## src/sv/rsbn_pkg.sv

```systemverilog
// Package: shared constants, record and control types for the record sorter.
package rsbn_pkg;

	localparam int MAX_RECORDS = 64;
	localparam int NAME_BYTES  = 32;
	localparam int NAME_W      = 256;
	localparam int YEAR_W      = 14;
	localparam int MONTH_W     = 4;
	localparam int DAY_W       = 5;
	localparam int DATE_W      = YEAR_W + MONTH_W + DAY_W;
	localparam int TAG_W       = 8;
	localparam int RANK_W      = 6;
	localparam int OUT_LIMIT   = 64;
	localparam int IDX_W       = $clog2(MAX_RECORDS);
	localparam int CNT_W       = $clog2(MAX_RECORDS + 1);
	localparam int IN_DATA_W   = 288;
	localparam int OUT_DATA_W  = 16;
	localparam int ADDR_W      = 3;

	localparam logic [ADDR_W-1:0] REG_SORT_MODE = 3'd0;
	localparam logic [YEAR_W-1:0] YEAR_SAT      = 14'd13422;

	typedef struct packed {
		logic [TAG_W-1:0]  tag;
		logic [NAME_W-1:0] name;
		logic [DATE_W-1:0] date;
	} rec_t;

	typedef enum logic [2:0] {
		OP_HOLD,
		OP_LOAD,
		OP_SORT,
		OP_SHIFT,
		OP_CLEAR
	} op_t;

	typedef struct packed {
		op_t              op;
		logic             parity;
		logic             mode;
		logic [IDX_W-1:0] load_idx;
	} ctrl_t;

endpackage

```

## src/sv/rsbn_intake.sv

```systemverilog
// Intake: cleans the name bytes after the terminator and forms the date ordering key.
module rsbn_intake import rsbn_pkg::*; (
	input  logic [TAG_W-1:0]   record_tag,
	input  logic [63:0]        name_word0,
	input  logic [63:0]        name_word1,
	input  logic [63:0]        name_word2,
	input  logic [63:0]        name_word3,
	input  logic [YEAR_W-1:0]  birth_year,
	input  logic [MONTH_W-1:0] birth_month,
	input  logic [DAY_W-1:0]   birth_day,
	output rec_t               rec
);

	logic [NAME_W-1:0] raw_name;
	logic [NAME_W-1:0] clean_name;
	logic              ended;

	assign raw_name = {name_word0, name_word1, name_word2, name_word3};

	always_comb begin
		clean_name = raw_name;
		ended      = 1'b0;
		for (int b = 0; b < NAME_W / 8; b++) begin
			if (b >= NAME_BYTES || raw_name[NAME_W-1-8*b -: 8] == 8'd0)
				ended = 1'b1;
			if (ended)
				clean_name[NAME_W-1-8*b -: 8] = 8'd0;
		end
	end

	// Month and day stay below 100, so the decimal key orders as the packed triple.
	// Every year from the saturation point up gives the same largest key.
	always_comb begin
		rec.tag  = record_tag;
		rec.name = clean_name;
		if (birth_year >= YEAR_SAT)
			rec.date = {YEAR_SAT, {MONTH_W{1'b0}}, {DAY_W{1'b0}}};
		else
			rec.date = {birth_year, birth_month, birth_day};
	end

endmodule

```

## config.mk

```make
export PLATFORM = sky130hd
export DESIGN_NAME = rsbn_intake
export DESIGN_NICKNAME = d
export VERILOG_FILES = /design/src/sv/rsbn_pkg.sv /design/src/sv/rsbn_intake.sv
export SDC_FILE = /design/constraint.sdc
export NUM_CORES = 1
export LEC_CHECK = 0
export ABC_CLOCK_PERIOD_IN_PS = 1500
export BUFFER_PORTS_ARGS = -buffer_cell sky130_fd_sc_hd__buf_4
export CORE_AREA = 2 2 224 226
export DETAILED_ROUTE_END_ITERATION = 16
export DIE_AREA = 0 0 226 228
export PLACE_DENSITY = 0.36
export SLEW_MARGIN = 0
export SYNTH_ARGS = -nofsm -noshare
export SYNTH_HDL_FRONTEND = slang
export SYNTH_SLANG_ARGS = --single-unit
```

## constraint.sdc

```tcl
create_clock -name vclk -period 1.5
set_input_delay 0.075 -clock vclk [all_inputs]
set_output_delay 0.075 -clock vclk [all_outputs]
set_load 0.02 [all_outputs]
```

# Word-level counts from Yosys, hierarchy flattened
# Index checks and enable logic that the tools add are counted.
[word_totals] reg_bits=0 latch_bits=0 ramBits=0 mem_bits_ro=0 word_cells=98 n_memories=0
[classes] addsub=0 n_mul=0 div_mod_pow=0 order_cmp=1 eq_ne=0 n_shift=0 muxes=65 bitwise_logic=0 reduce_logical=32
[op_table] operator="$logic_not 8->1" count=32
[op_table] operator="$mux 8" count=32
[op_table] operator="$mux 1" count=32
[op_table] operator="$mux 23" count=1
[op_table] operator="$ge 14x14->1 const B" count=1

# Logic depth before layout (Yosys ltp)
# Gate-level depths: netlist of the first run.
[depth] word_depth=34 ltp_mapped=8 depth_no_buf=5

# Worst setup path after synthesis of the first run
# Ideal clock, no wire load.
[synth_timing] kind="input to output" from="in name_word1[12]" to="out rec[127] (netlist name)" arrival_ps=1897 t_required_ps=1425 path_slack_ps=-472 cell_stages=8 path_buffers=3 cell_sequence="or4_4 -> nor2_4 -> or2_1 -> buf_6 -> or3_4 -> buf_6 -> buf_6 -> nor4_1"
[synth_rtl] element="from (decl)" line="rsbn_intake.sv:5" rtl="input logic [63:0] name_word1,"
[synth_rtl] element="to (decl)" line="rsbn_intake.sv:11" rtl="output rec_t rec"

==> results of run 1 <==
## cells by family (layout without fill, tap and decap cells)
group,Yosys count,count (layout),synth area share
AOI/OAI and AO/OA,9,9,0.0171
buffers and inverters,149,847,0.196
and+or+nand+nor,459,460,0.787
## metal layers
metal,share of wire,vias up,global-route usage
met5,0.00068,-,0
met4,0.012,6,0.00911
met3,0.089,22,0.0426
met2,0.56,359,0.292
met1,0.34,3634,0.137
li1,-,3648,-
## worst max-delay path by stage
stage | depth (start not counted) | end | slack [ps]
CTS | 12 | rec[85] | -470
detailed placement | 9 | rec[78] | -720
floorplan | 8 | rec[131] | -290
global route | 12 | rec[91] | -500
finish | 11 | rec[49] | -460
global placement | 9 | rec[77] | -700
## through the flow
step	setup slack, ps	power [mW]	setup TNS (ps)
2_1_floorplan	-291	1.69	-35680
3_3_place_gp	-702	3.67	-115190
3_5_place_dp	-717	3.67	-116500
4_1_cts	-466	3.98	-74020
5_1_grt	-503	4.27	-81270
6_report	-459	4.04	-69190
## area by class of cell
cell class,count,area (um^2)
tap,672,841
timing repair buffer,776,7130
multi-input combinational,469,4920
fill,5352,36200
inverter,71,267
## timing repair
action                                 in CTS  in global routing
setup buffers                              35                  6
endpoints found under the hold margin       0                  0
gates cloned                               13                  5
pin swaps                                  50                 28
setup endpoints to repair                 232                244
gates resized for setup                   189                 60
## power by group
part | switching (mW) | total (mW) | internal, mW
clock network | 0 | 0 | 0
logic | 1.94 | 4.04 | 2.11
registers | 0 | 0 | 0
total | 1.94 | 4.04 | 2.11
## synthesized netlist by cell type, drive strengths merged
cell    number  area share
or3          2      0.0049
nor2        15       0.018
buf         46       0.089
a31oi        1      0.0017
and3        27       0.047
nor3        17       0.024
inv         71       0.074
and3b        8       0.020
nor4b        8       0.020
nand2       67       0.071
nor2b       14       0.024
clkbuf      32       0.033
or2          7       0.012
a21oi        5      0.0070
nand4b       1      0.0042
or4b         1      0.0028
nand4       11       0.019
and2        66        0.12
and4b        1      0.0028
o21ai        1      0.0014
a211oi       2      0.0070
or4         26       0.056
nor4       169        0.32
nand3       19       0.028
==> summary.md, run 1 <==
| Metric | Value |
|---|---|
| Share of layout cells above drive strength 1 | `0.765` |
| Endpoint, Worst Hold | `rec[282]` |
| Avg WL per Cell | `19.9 um` |
| Slew margin rel. | `0.526` |
| VDD IR max | `0.000131 V` |
| Worst Tran Pin Value | `~700 ps` |
| Reg area | `0 um^2` |
| Final Setup Violations | `218` |
| Clk_buf instances | `0` |
| GP Congestion | `0.792` |
| Fin cells | `1988` |
| Core area | `0.0493 mm^2` |
| Crit. End Element | `output port` |
| Number of global-route vias before repair | `8107` |
| DRT Pass-1 Iters | `4` |
| Critical Path RT | `1420 ps` |
| N_diodes | `0` |
| Final period util | `1.31` |
| YS warnings | `0` |
| I/O Pins | `574` |
| Failing checks | `negative setup slack` |
| Routed WL | `approximately 40 mm` |
| Port bufs | `about 560` |
| Synth cell types | `37` |
| Critical Setup Path Class | `in2out` |
| Chip height | `228 um` |
| Synth Instances | `617` |
| Most frequent cells in the layout | `buf_4, buf_6, nor4_4, inv_1` |
| Critical-path top delay cell | `or4_4` |
| Setup crit start kind | `input pin` |
| Status | `finished, violations left` |
| Inst Count DP | `1932` |
| Post-Syn Area | `approximately 0.0036 mm^2` |
| RSZ-0062 raised after global routing | `true` |
| Final net count | `1605` |
| Hold Worst Slack | `between 150 and 200 ps` |
| GRT Total Usage | `0.140` |
| Fmax | `510 MHz` |
| Die width | `226 um` |
| Max-cap check violation count | `0` |
| Final HPWL DP | `32.3 mm` |
| Critical-path cell list | `buf_6 -> or4_4 -> nor2_4 -> nor2_4 -> nand4b_4 -> buf_12 -> buf_12 -> buf_12 -> buf_16 -> nor4_2 -> buf_4` |
| Die area | `roughly 0.052 mm^2` |
| Hold Fails Final Rpt | `0` |
| Commonest non-fill, non-tap cell in the layout | `buf_4` |
| Crit path arrival time | `about 1900 ps` |
| Final ANT Viol Nets | `0` |
| Post-DP Area | `0.0112 mm^2` |
| CP max FO | `7` |
| Top Family by Delay on Critical Path | `simple AND/OR/NAND/NOR gates` |
| Initial antenna violation count | `4` |
| Worst setup path startpoint | `name_word1[44]` |
| Avg Inst Size Synth | `5.82 um^2` |
| Worst min path class | `in2out` |
| Fin worst setup slack | `-459 ps` |
| Initial core utilization | `0.0727` |
| Crit path time final | `1960 ps` |
| Fin. max-slew vios | `0` |
| Most frequent CP cell | `buf_12` |
| Routed vias/inst | `just under 4` |
| Sequential cell count | `0` |
| Min-delay src | `record_tag[3]` |
| DR iter-0 viols | `approximately 190` |
| Residual DRC | `0` |
| Hold path depth | `0` |
| Pwr Density | `slightly above 300 mW/mm^2` |
| Layout area overhead | `267%` |
| CP max stage delay | `~590 ps` |
| Design area | `roughly 0.013 mm^2` |
| Share of the yosys chip area belonging to registers | `0` |
| Bufs and invs on worst path | `6` |
| First-pass GRT wire length | `53.8 mm` |
| Synthesized Nets | `904` |
| Total grt overflow | `0` |
| Pin count of the biggest net entering global routing | `25` |
| Pleak | `6.13 nW` |
| Std-Cell Rows | `a little over 80` |
| # hold bufs at CTS | `0` |
| Vias | `7669` |
| Post-layout util | `0.267` |
(Power assumes the default switching activity.)
==> run 2: changes to the inputs <==
--- a/config.mk
+++ b/config.mk
@@ -10,7 +10,7 @@
 export CORE_AREA = 2 2 224 226
 export DETAILED_ROUTE_END_ITERATION = 16
 export DIE_AREA = 0 0 226 228
-export PLACE_DENSITY = 0.36
+export PLACE_DENSITY = 0.3
 export SLEW_MARGIN = 0
 export SYNTH_ARGS = -nofsm -noshare
 export SYNTH_HDL_FRONTEND = slang
==> summary.md, run 2 (synthesis gave the netlist of run 1 again) <==
| Metric | Value |
|---|---|
| Layout area overhead | `285%` |
| Die width | `226 um (unchanged)` |
| Sequential power share | `0 (unchanged)` |
| Hold path depth | `0 (unchanged)` |
| Sequential cell count | `0 (unchanged)` |
| Sw power | `2.01 mW (+4.0%)` |
| Max-cap check violation count | `0 (unchanged)` |
| Post-DP Area | `0.0114 mm^2 (+2.3%)` |
| Worst setup path startpoint | `name_word3[62]` |
| Net Sw Frac | `0.479 (about the same)` |
| Worst min path class | `in2out` |
| Crit path time final | `1980 ps (+18.0 ps)` |
| Pleak | `6.44 nW (+5.0%)` |
| Avg WL per Cell | `20.9 um (+5.4%)` |
| Internal Power | `2.19 mW (+4.0%)` |
| Pin count of the biggest net entering global routing | `30 (+20%)` |
| Die area | `0.0515 mm^2 (unchanged)` |
| Hold Fails Final Rpt | `0 (unchanged)` |
| Logic gate share of total power | `1.000 (about the same)` |
| Initial antenna violation count | `1 (-3)` |
| Critical Path RT | `1420 ps (about the same)` |
| Critical Setup Path Class | `in2out` |
| Critical-path cell list | `buf_6 -> or4_4 -> nor2_4 -> and4b_2 -> nand4_1 -> buf_6 -> buf_12 -> buf_12 -> nor4_4 -> buf_4` |
| Final ANT Viol Nets | `0 (unchanged)` |
| Final Setup Violations | `233 (+6.9%)` |
| VDD IR max | `0.000138 V (+5.2%)` |
| Total grt overflow | `0 (unchanged)` |
| DRT Pass-1 Iters | `6 (+2)` |
| RSZ-0062 raised after global routing | `true` |
| CP max stage delay | `550 ps (-40 ps)` |
| Crit. End Element | `output port` |
| Fin. max-slew vios | `0 (unchanged)` |
| Setup TNS | `-75150 ps (-5960 ps)` |
| Design Power | `4.20 mW (+4.0%)` |
| Setup crit start kind | `input pin` |
| Hold Worst Slack | `150 ps (-0.00400 ps)` |
| Failing checks | `negative setup slack` |
| Area of the multi-input gates | `0.00513 mm^2 (+4.2%)` |
| Critical-path top delay cell | `or4_4` |
| Clk_buf instances | `0 (unchanged)` |
| Commonest non-fill, non-tap cell in the layout | `buf_4` |
| Chip height | `228 um (unchanged)` |
| Status | `finished, violations left` |
| Reg area | `0 um^2 (unchanged)` |
| GP Congestion | `0.866 (+9.3%)` |
| Port bufs | `558 (unchanged)` |
| Most frequent cells in the layout | `buf_4, buf_6, nor4_4, inv_1` |
| Slew margin rel. | `0.509 (-0.0164)` |
| First-pass GRT wire length | `59.1 mm (+9.7%)` |
| Design area | `0.0138 mm^2 (+5.0%)` |
| Residual DRC | `0 (unchanged)` |
| Routed WL | `42.7 mm (+8.2%)` |
| Clk network pwr share | `0 (unchanged)` |
| Number of global-route vias before repair | `8442 (+4.1%)` |
| Fin worst setup slack | `-477 ps (-18.0 ps)` |
| Initial core utilization | `0.0727 (unchanged)` |
| DR iter-0 viols | `211 (+8.8%)` |
| Pwr Density | `304 mW/mm^2 (-0.94%)` |
| Final net count | `1654 (+3.1%)` |
| I/O Pins | `574 (unchanged)` |
| Crit path to | `rec[57]` |
| Share of layout cells above drive strength 1 | `0.777 (+0.0114)` |
| Final HPWL DP | `35.6 mm (+10%)` |
| Std-Cell Rows | `82 (unchanged)` |
| Vias | `7858 (+2.5%)` |
| GRT Total Usage | `0.155 (+0.0154)` |
| Min-delay src | `record_tag[1]` |
| Routed vias/inst | `3.85 (-0.15%)` |
| CP max FO | `8 (+1)` |
| Pre-CTS worst setup slack | `-841 ps (-124 ps)` |
| Fillers | `5326 (-0.49%)` |
| Worst Tran Pin Value | `734 ps (+21.9 ps)` |
| Core area | `0.0493 mm^2 (unchanged)` |
| Crit path arrival time | `1900 ps (+20 ps)` |
| Fmax | `506 MHz (-0.91%)` |
| Final period util | `1.32 (+0.0120)` |
==> run 2: cell count changes in the layout (fill, tap and decap cells not counted), sizes merged <==
cell and change:
and3 -1, buf +47, clkbuf -1, diode +3
nor3 +3, or3 +1
==> run 2: cell type report <==
type	instances	area share
Antenna cell	3	0.000543
Multi-Input combinational cell	472	0.371
Inverter	71	0.0193
Tap cell	672	0.0608
Timing Repair Buffer	822	0.548
==> run 2: worst max-delay path, delay by kind of cell <==
kind	cells	cell delay, ps
and+or+nand+nor	5	1150
buffers and inverters	5	660
==> run 2: worst min path at each step <==
| stage | endpoint | slack (ps) |
|---|---|---|
| final | rec[280] | 150 |
| after global routing | rec[280] | 150 |
| after CTS | rec[280] | 150 |
| after detailed placement | rec[280] | 150 |
| after global placement | rec[280] | 150 |
| after floorplan | rec[127] | 260 |
==> run 2: per-layer routing <==
metal	routed length [um]	track usage	up-vias
met5	0	0	-
met4	580	0.0186	0
met3	3960	0.0516	18
met2	23600	0.316	353
met1	14500	0.153	3713
li1	-	-	3774
==> run 2: what timing repair did <==
item	CTS	global route
buffers inserted	48	13
endpoints found under the setup margin	249	252
gates resized for setup	223	92
hold buffers	0	0
gates cloned	20	4
pin swaps	68	58
==> run 2: metrics by stage <==
| step | instances | util |
|---|---|---|
| global route | 2037 | 0.280 |
| CTS | 2026 | 0.268 |
| finish | 2040 | 0.280 |
| floorplan | 617 | - |
| global placement | 1971 | 0.232 |
| detailed placement | 1971 | 0.232 |
==> run 2: power by group through the flow <==
stage	combinational [mW]	sequential, mW	clock (mW)
3_3_place_gp	3.77	0	0
6_report	4.20	0	0.000000268
2_1_floorplan	1.69	0	0
4_1_cts	4.14	0	0
3_5_place_dp	3.76	0	0
5_1_grt	4.43	0	0
