**src/sv/rsbn_pkg.sv**
```systemverilog
// Package: shared constants, record and control types for the record sorter.
package rsbn_pkg;

	localparam int MAX_RECORDS = 64;
	localparam int NAME_BYTES  = 32;
	localparam int NAME_W      = 256;
	localparam int YEAR_W      = 14;
	localparam int MONTH_W     = 4;
	localparam int DAY_W       = 5;
	localparam int DATE_W      = YEAR_W + MONTH_W + DAY_W;
	localparam int TAG_W       = 8;
	localparam int RANK_W      = 6;
	localparam int OUT_LIMIT   = 64;
	localparam int IDX_W       = $clog2(MAX_RECORDS);
	localparam int CNT_W       = $clog2(MAX_RECORDS + 1);
	localparam int IN_DATA_W   = 288;
	localparam int OUT_DATA_W  = 16;
	localparam int ADDR_W      = 3;

	localparam logic [ADDR_W-1:0] REG_SORT_MODE = 3'd0;
	localparam logic [YEAR_W-1:0] YEAR_SAT      = 14'd13422;

	typedef struct packed {
		logic [TAG_W-1:0]  tag;
		logic [NAME_W-1:0] name;
		logic [DATE_W-1:0] date;
	} rec_t;

	typedef enum logic [2:0] {
		OP_HOLD,
		OP_LOAD,
		OP_SORT,
		OP_SHIFT,
		OP_CLEAR
	} op_t;

	typedef struct packed {
		op_t              op;
		logic             parity;
		logic             mode;
		logic [IDX_W-1:0] load_idx;
	} ctrl_t;

endpackage

```
**src/sv/rsbn_cell.sv**
```systemverilog
// Sorting cell: holds one record, compares it with its upper neighbour and swaps or shifts.
module rsbn_cell import rsbn_pkg::*; (
	input  logic             clk,
	input  logic             arst_n,
	input  logic [IDX_W-1:0] idx,
	input  ctrl_t            ctrl,
	input  rec_t             load_rec,
	input  logic             upper_vld,
	input  rec_t             upper_rec,
	input  rec_t             lower_rec,
	input  logic             lower_gt,
	output logic             vld,
	output rec_t             rec,
	output logic             gt
);

	logic vld_q;
	rec_t rec_q;
	logic lo_act;
	logic key_gt;

	assign lo_act = (idx[0] == ctrl.parity);
	assign key_gt = ctrl.mode ? (rec_q.date > upper_rec.date) : (rec_q.name > upper_rec.name);
	assign gt     = vld_q && upper_vld && key_gt;

	always_ff @(posedge clk or negedge arst_n) begin
		if (!arst_n) begin
			vld_q <= 1'b0;
		end else begin
			case (ctrl.op)
				OP_LOAD: begin
					if (idx == ctrl.load_idx)
						vld_q <= 1'b1;
				end
				OP_SHIFT: vld_q <= upper_vld;
				OP_CLEAR: vld_q <= 1'b0;
				default: vld_q <= vld_q;
			endcase
		end
	end

	always_ff @(posedge clk) begin
		case (ctrl.op)
			OP_LOAD: begin
				if (idx == ctrl.load_idx)
					rec_q <= load_rec;
			end
			OP_SORT: begin
				if (lo_act && gt)
					rec_q <= upper_rec;
				else if (!lo_act && lower_gt)
					rec_q <= lower_rec;
			end
			OP_SHIFT: rec_q <= upper_rec;
			default: rec_q <= rec_q;
		endcase
	end

	assign vld = vld_q;
	assign rec = rec_q;

endmodule

```
**config.mk**
```make
export PLATFORM = sky130hd
export DESIGN_NAME = rsbn_cell
export DESIGN_NICKNAME = d
export VERILOG_FILES = /design/src/sv/rsbn_pkg.sv /design/src/sv/rsbn_cell.sv
export SDC_FILE = /design/constraint.sdc
export NUM_CORES = 1
export LEC_CHECK = 0
export ABC_AREA = 1
export BUFFER_PORTS_ARGS = -buffer_cell sky130_fd_sc_hd__clkbuf_2
export CORE_AREA = 8 8 446 448
export DETAILED_ROUTE_END_ITERATION = 7
export DIE_AREA = 0 0 454 456
export SLEW_MARGIN = 5
export SYNTH_ARGS = -nofsm -noshare
export SYNTH_HDL_FRONTEND = slang
export SYNTH_SLANG_ARGS = --single-unit
```
**constraint.sdc**
```tcl
create_clock -name clk -period 24.7 [get_ports clk]
set_input_delay 4.94 -clock clk [delete_from_list [all_inputs] [get_ports clk]]
set_output_delay 4.94 -clock clk [all_outputs]
set_load 0.02 [all_outputs]
```
# Word level (Yosys, flattened, before mapping)
# Index checks and enable logic that the tools add are counted.
# word_totals
word_cells,30
regBits,288
output_inout_bits,289
# classes
eq_ne,8
muxes,7
n_lt_le_gt_ge,2
n_reduce_logical,9
# ops
operator,count
287-bit 2-to-1 mux,3
287-bit one-hot mux with 3 select lines,1
256-bit > comparator,1
23-bit > comparator,1
"3-bit by 2-bit equality test with 1-bit output, second input constant",2
6-bit equality test,1
3-bit nonzero test,2
1-bit logical AND,4
"3-bit by 1-bit equality test with 1-bit output, second input constant",1
"3-bit equality test, second input constant",1
"3-bit != test, second input constant",1
1-bit one-hot mux with 3 select lines,1
3-bit AND reduction,1
1-bit 2-to-1 mux,2
"2-bit != test, second input constant",1
2-bit AND reduction,1
1-bit equality test,1
1-bit zero test,1

# Longest topological paths before layout
# Gate-level depths: netlist (run 1).
# logic_depth
depth_word,6
ltp_mapped,25

# Worst setup path after synthesis (run 1)
# OpenSTA, ideal clock, no wires.
# synth_timing
path_type,input to register
from,in ctrl[10] in the netlist's numbering
to,reg rec_q (netlist bit rec[0]) (enable)
path_slack_ns,2.318
arrival_ns,21.276
setup_ns,1.106
stages,5
path_cell_list,clkbuf_1 clkbuf_1 nor3_1 clkbuf_1 a31oi_1
# synth_via
elab_chain_cells,3
word_cells_on_any_way,7
# synth_lines
element,line,source
from (decl),rsbn_cell.sv:6,"input ctrl_t ctrl,"
3-bit by 2-bit equality test with 1-bit output / 3-bit by 1-bit equality test with 1-bit output (equally long branches),rsbn_cell.sv:43,case (ctrl.op)
3-bit != test (no source line) (tied with other cells),n/a,
3-bit AND reduction (no source line) *,n/a,
to (signal assigned),rsbn_cell.sv:46,rec_q <= load_rec;
to (signal assigned),rsbn_cell.sv:50,rec_q <= upper_rec;
to (signal assigned),rsbn_cell.sv:52,rec_q <= lower_rec;
to (decl),rsbn_cell.sv:18,rec_t rec_q;
# Mark *: on every way between the ends. The rest lies on a longest branch, timed or not.
# A chain may end at the register's enable or synchronous reset.

# Final worst setup path (run 1)
# layout_timing
from,in upper_rec[197] in the netlist's numbering
to,out gt
# layout_via
elab_chain_cells,3
# layout_lines
element,line,source
from (decl),rsbn_cell.sv:9,"input rec_t upper_rec,"
256-bit > comparator,rsbn_cell.sv:23,assign key_gt = ctrl.mode ? (rec_q.date > upper_rec.date) : (rec_q.name > upper_rec.name);
1-bit 2-to-1 mux,rsbn_cell.sv:23,
1-bit logical AND,rsbn_cell.sv:24,assign gt = vld_q && upper_vld && key_gt;
to (decl),rsbn_cell.sv:14,output logic gt
# Every way passes these cells.

==> impl_metrics.csv, run 1 <==
group,metric,value,unit
worst_setup_path,worstPathCellList,"clkbuf_2, inv_1, ha_1, nand4_1, nor2_1, nand3_1, nor2_1, nand4_1, nor3_2, nand2_1, nand2_1, nand2_2, a21boi_0, clkbuf_2",
synth,synth_cells,4089,
drt,vias,34860,
sta,layout_setup_ws,11240,ps
drt,drt_wl_total,225900,µm
cts,cts-buffers-inserted,46,
layout,layout-drive-gt1-share,24.89,%
worst_setup_path,slowest_stage,"nor2_1",
worst_setup_path,worstRegToRegCells,15,
floorplanning,dieHeight,456,µm
drt,firstDrtPassIters,6,
power,p_comb_share,31.4,%
drt,ant_nets,0,
cts,htreeDepth,2,
cts,clk_pin_slew_worst_paths,60,ps
synth,synthesis.area,27850,µm²
floorplanning,rows,161,
synth,synth.top_cell.area_share,30.94,%
layout,final_common_cell,"clkbuf_2",
sta,maxSlewHeadroom,18.24,%
layout,final_area,37720,µm²
sta,hold_viol,0,
worst_setup_path,cpPeakStageDelay,500,ps
power,netSwitchingPower,0.0007539,W
drt,viasPerCell,4.515,
worst_hold_path,holdPathStages,2,
sta,final-setup-viol-count,0,
floorplanning,core,191600,µm²
floorplanning,dieWidth,454,µm
synth,synth-seq-cells,288,
synth,yosysWarnings,0,
drt,drt_iter0_markers,3776,
drt,drc,0,
global_route,grt_max_degree,151,
layout,syn_to_final_growth,35.42,%
placed_design,dp_hpwl,183200,µm
cts,cts_root_buf,"clkbuf_16",
placed_design,place_congestion,1.017,
global_route,grt_pass1_vias,33830,
worst_setup_path,cp.arrival,8520,ps
power,p_per_area,50.32,nW/µm²
power,power_frac_clock,36.0,%
sta,fmax,74.32,MHz
placed_design,pre_cts_ws,11000,ps
synth,syn_nets,5250,
worst_setup_path,required,19760,ps
worst_setup_path,criticalPathCategory,"in2out",
layout,nFillCells,22000,
synth,syn_avg_cell_area,6.812,µm²
global_route,grt_first_pass_wirelength,296800,µm
layout,layout_common_cells,"clkbuf_2, inv_1, nand2_1",
cts,cts-resized-gates,0,
global_route,globalRouteTotalUtil,20.52,%
worst_hold_path,hold_path_class,"reg2reg",
global_route,antenna_found_initial,131,
worst_setup_path,cp_max_fo,3,
synth,yosysUniqueCellTypes,34,
power,swShare,39.72,%
worst_setup_path,end_kind,"output port",
power,seq_power_share,32.6,%
placed_design,port_buffers,1170,
worst_setup_path,path_depth,14,
power,vdd_drop_max,0.04579,mV
worst_setup_path,cp-start-kind,"primary input",
global_route,overflow,0,
sta,rsz0062_at_grt,"false",
status,outcome,"completed",
worst_setup_path,critPathBufInv,3,
sta,worstMarginPinSlew,1214,ps
floorplanning,dieArea,207000,µm²
cts,cts.sinks,288,
worst_setup_path,path_delay_family,"simple AND/OR/NAND/NOR gates",
synth,ys_top_cells_by_area,"edfxtp_1, ha_1, inv_1",
synth,yosysSeqAreaShare,31.03,%
placed_design,place_area,36100,µm²
flow_run,maxCapViolCount,0,
sta,fin_skew,38.30,ps
layout,fin_nets,6252,
layout,regArea,8643,µm²
floorplanning,start_util,14.54,%
sta,min_period,13460,ps
sta,drv_slew,0,
synth,synth_top_area_cell,"edfxtp_1",
cts,post_cts_buffers,0,
power,p_leak,19.88,nW
sta,tns,0,ps
cts,hold_buffers,0,
sta,period_share,54.48,%
drt,routedWlPerCell,29.26,µm
cts,cts_tree,"built",
cts,clock_path_buffers,3,
floorplanning,ios,1171,
cts,clk_latency,660,ps
power,internal_power,0.001144,W
layout,multi_input_area,14630,µm²
## logic make-up (layout without fill, tap and decap cells)
kind of cell | count (synthesis) | in the layout | share of synthesized area [%]
AOI/OAI and AO/OA | 762 | 762 | 13.91
xor gates and xnor gates | 4 | 4 | 0.1258
adders and majority gates | 279 | 279 | 12.53
buffers and inverters | 1178 | 2216 | 16.65
DFF | 288 | 288 | 31.03
other | 0 | 68 | 0
and+or+nand+nor | 1578 | 1578 | 25.75
## per-stage QoR
| stage | hold slack (ps) | utilization, % | instances | total power [W] |
|---|---|---|---|---|
| 4_1_cts | 862.2 | 19.60 | 7653 | 0.001921 |
| 3_5_place_dp | 852.5 | 18.85 | 7569 | 0.001220 |
| 3_3_place_gp | 831.3 | 18.84 | 7568 | 0.001217 |
| 2_1_floorplan | 601.3 | - | 4089 | 0.0009328 |
| 5_1_grt | 881.7 | 19.68 | 7712 | 0.001985 |
| 6_report | 810.9 | 19.69 | 7721 | 0.001898 |
## sequential cells by signal, indices dropped and copies added, names as in the netlist
register / flops
rec: 287
vld: 1
## final timing paths
path / start / end / slack, ps
max: upper_rec[197] / gt / 11240
min: vld$_DFFE_PN0P_ / vld$_DFFE_PN0P_ / 810
max reg2reg: rec[196]$_DFFE_PP_ / rec[132]$_DFFE_PP_ / 18150
min reg2reg: vld$_DFFE_PN0P_ / vld$_DFFE_PN0P_ / 810
max in group asynchronous: arst_n / vld$_DFFE_PN0P_ / 20570
min in group asynchronous: arst_n / vld$_DFFE_PN0P_ / 4040
## cell usage after synthesis
cell type    n
a21boi_0     1
a21o_1       6
a21oi_1    130
a31oi_1      1
and3_1       2
buf_1       22
buf_2       35
buf_6       23
clkbuf_1   171
clkinv_1     1
dfrtp_1      1
edfxtp_1   287
ha_1       279
inv_1      925
inv_2        1
nand2_1    846
nand2_2      1
nand2_4      1
nand2b_1     1
nand3_1    313
nand3_4      1
nand3b_1     1
nand4_1    313
nor2_1      81
nor3_1      11
nor3_2       1
nor3b_1      3
nor4_1       3
o2111ai_1    2
o211ai_1     2
o21a_1      12
o21ai_0    608
xnor2_1      3
xor2_1       1
## layer usage
layer	vias up	track usage (%)	wire [µm]
met2	1994	32.90	105500
met1	16920	24.60	87030
met3	362	6.529	22920
li1	15570	-	-
met4	18	10.39	10370
met5	-	0	123
## final cells by class
| type | instances | area share (%) |
|---|---|---|
| clock inverter | 26 | 0.6634 |
| inverter | 927 | 9.245 |
| multi-input combinational | 2623 | 38.80 |
| clock buffer | 58 | 3.171 |
| tap | 2526 | 8.379 |
| antenna | 68 | 0.4511 |
| timing repair buffer | 1205 | 16.38 |
| sequential | 288 | 22.91 |
## power groups by stage
stage          Clock [W]  Combinational (W)  Sequential (W)
5_1_grt         0.000716           0.000648        0.000621
6_report        0.000684           0.000595        0.000619
2_1_floorplan          0           0.000262        0.000671
3_5_place_dp           0           0.000592        0.000628
4_1_cts         0.000707           0.000595        0.000618
3_3_place_gp           0           0.000589        0.000628
## worst reg2reg max path: stages, from the launching register on
cell	delay [ps]
edfxtp_1	470
ha_1	350
nand4_1	120
nor2_1	430
nand3_1	400
nor2_1	510
nand4_1	440
nor3_2	280
nand2_1	80
nand2_1	80
nand2_2	100
nand2_8	270
nand3_4	560
a31oi_4	400
buf_4	650
buf_4	880
No activity file was read; power rests on OpenSTA's default activity.
==> inputs of run 2 (changes only) <==
==> constraint.sdc (replaced) <==
create_clock -name clk -period 11.3 [get_ports clk]
set_input_delay 2.26 -clock clk [delete_from_list [all_inputs] [get_ports clk]]
set_output_delay 2.26 -clock clk [all_outputs]
set_load 0.02 [all_outputs]
==> impl_metrics.csv, run 2 (synthesis gave the netlist of run 1 again) <==
group,metric,value,unit
status,outcome,"completed",
worst_hold_path,holdPathStages,2,
power,netSwitchingPower,0.001610,W
worst_setup_path,path_delay_family,"simple AND/OR/NAND/NOR gates",
worst_setup_path,r2r-end,"rec[278]$_DFFE_PP_",
global_route,grt_first_pass_wirelength,289900,µm
drt,firstDrtPassIters,6,
worst_setup_path,regToRegSetupSlack,5010,ps
placed_design,dpl.cell_count,7569,
power,vdd_drop_max,0.1054,mV
worst_setup_path,r2r_start,"rec[77]$_DFFE_PP_",
sta,fmax,127.8,MHz
drt,drt_wl_total,219300,µm
floorplanning,ios,1171,
layout,layout-drive-gt1-share,24.97,%
worst_hold_path,hp-start,"vld$_DFFE_PN0P_",
floorplanning,dieWidth,454,µm
global_route,grt_max_degree,153,
cts,clk_pin_slew_worst_paths,60,ps
drt,routed.top_layer,"met5",
placed_design,place_area,36120,µm²
sta,maxSlewHeadroom,22.79,%
sta,final-setup-viol-count,0,
placed_design,pre_cts_ws,2590,ps
worst_setup_path,cp.arrival,5560,ps
cts,hold_buffers,0,
sta,tns,0,ps
power,p_per_area,107.7,nW/µm²
cts,htreeDepth,2,
worst_setup_path,cpPeakStageDelay,680,ps
drt,vias,34820,
layout,largest_reg_flops,287,
drt,ant_nets,0,
power,finalPower,0.004058,W
floorplanning,start_util,14.54,%
global_route,globalRouteTotalUtil,19.92,%
global_route,grt_pass1_vias,33600,
cts,cts_root_buf,"clkbuf_16",
layout,syn_to_final_growth,35.28,%
worst_setup_path,cpMostUsedCell,"nand2_1",
cts,post_cts_buffers,0,
worst_setup_path,end_kind,"output port",
worst_setup_path,required,9040,ps
drt,met3_length,23220,µm
drt,drt_iter0_markers,3950,
worst_setup_path,critPathBufInv,4,
sta,hold_viol,0,
drt,routedWlPerCell,28.42,µm
power,swShare,39.68,%
layout,final_area,37680,µm²
floorplanning,dieHeight,456,µm
global_route,overflow,0,
drt,drc,0,
power,internal_power,0.002448,W
sta,fin_skew,32.35,ps
layout,final_common_cell,"clkbuf_2",
cts,cts_tree,"built",
global_route,antenna_found_initial,121,
worst_setup_path,worstPathCellList,"clkbuf_2, inv_1, ha_1, nand2_1, nor4_1, buf_4, nand3_1, nor3_2, nand2_1, nand2_1, nand2_2, a21boi_0, clkbuf_2",
worst_hold_path,holdPathEnd,"vld$_DFFE_PN0P_",
flow_run,maxCapViolCount,0,
placed_design,dp_hpwl,178400,µm
worst_setup_path,slowest_stage,"nor4_1",
worst_hold_path,hold_path_class,"reg2reg",
floorplanning,rows,161,
layout,nFillCells,21860,
worst_setup_path,cp_max_fo,3,
cts,clock_path_buffers,3,
cts,cts-buffers-inserted,44,
drt,met2WireLength,102500,µm
layout,layout_common_cells,"clkbuf_2, inv_1, nand2_1",
sta,worstMarginPinSlew,1158,ps
sta,layout_setup_ws,3476,ps
cts,clk_latency,650,ps
layout,fin_cells,7716,
sta,min_period,7824,ps
sta,rsz0062_at_grt,"false",
drt,viasPerCell,4.513,
layout,fin_nets,6250,
floorplanning,core,191600,µm²
power,seq_power_share,33.2,%
worst_setup_path,cp-start-kind,"primary input",
placed_design,place_congestion,1.056,
power,p_leak,19.87,nW
power,power_frac_clock,35.3,%
worst_setup_path,criticalPathCategory,"in2out",
worst_setup_path,worstRegToRegCells,16,
placed_design,port_buffers,1170,
floorplanning,dieArea,207000,µm²
sta,drv_slew,0,
power,p_comb_share,31.5,%
cts,cts.sinks,288,
drt,m1WireLength,82850,µm
cts,cts-resized-gates,0,
sta,period_share,69.24,%
-- run 2: changes by cell type in the layout (fill, tap and decap cells not counted), sizes merged --
cell / change
diode: -1
bufinv: -1
inv: -1
clkbuf: -7
clkinv: +2
clkinvlp: +3
-- run 2: power by group through the flow --
stage	Clock (W)	Sequential [W]	Combinational, W
6_report	0.00143	0.00135	0.00128
3_5_place_dp	0	0.00137	0.00128
3_3_place_gp	0	0.00137	0.00127
2_1_floorplan	0	0.00144	0.000573
5_1_grt	0.00150	0.00135	0.00140
4_1_cts	0.00148	0.00135	0.00128
-- run 2: through the flow --
| step | hold slack [ps] | utilization, % |
|---|---|---|
| floorplan | 601.3 | - |
| global placement | 583.1 | 18.86 |
| detailed placement | 578.7 | 18.86 |
| CTS | 594.1 | 19.58 |
| global route | 642.1 | 19.66 |
| finish | 573.3 | 19.67 |
-- run 2: layout make-up --
cell class                      instances  area (µm²)  area share, %
Antenna cell                           67       167.7         0.4449
Clock inverter                         29       265.3         0.7039
Sequential cell                       288        8643          22.94
Clock buffer                           51        1127          2.992
Inverter                              927        3487          9.254
Multi-Input combinational cell       2623       14630          38.82
Tap cell                             2526        3161          8.387
Timing Repair Buffer                 1205        6203          16.46
-- run 2: how the worst max path moves through the flow --
| stage | start | endpoint | slack, ps | cells after the start |
|---|---|---|---|---|
| after floorplan | upper_rec[150] | rec[0]$_DFFE_PP_ | 1840 | 18 |
| after global placement | upper_rec[254] | rec[278]$_DFFE_PP_ | 2540 | 15 |
| after detailed placement | upper_rec[254] | rec[278]$_DFFE_PP_ | 2590 | 15 |
| after CTS | upper_rec[254] | gt | 3040 | 13 |
| after global routing | upper_rec[254] | gt | 3040 | 13 |
| final | upper_rec[254] | gt | 3480 | 13 |
-- run 2: routing by layer --
metal	vias up	GRT usage [%]
li1	15570	-
met1	16760	23.50
met2	2078	32.52
met3	392	6.576
met4	24	9.482
met5	-	0
-- run 2: worst min-delay path: stages (launching register included) --
cell     delay (ps)
dfrtp_1         410
nand2_1          70
nand2_1          60
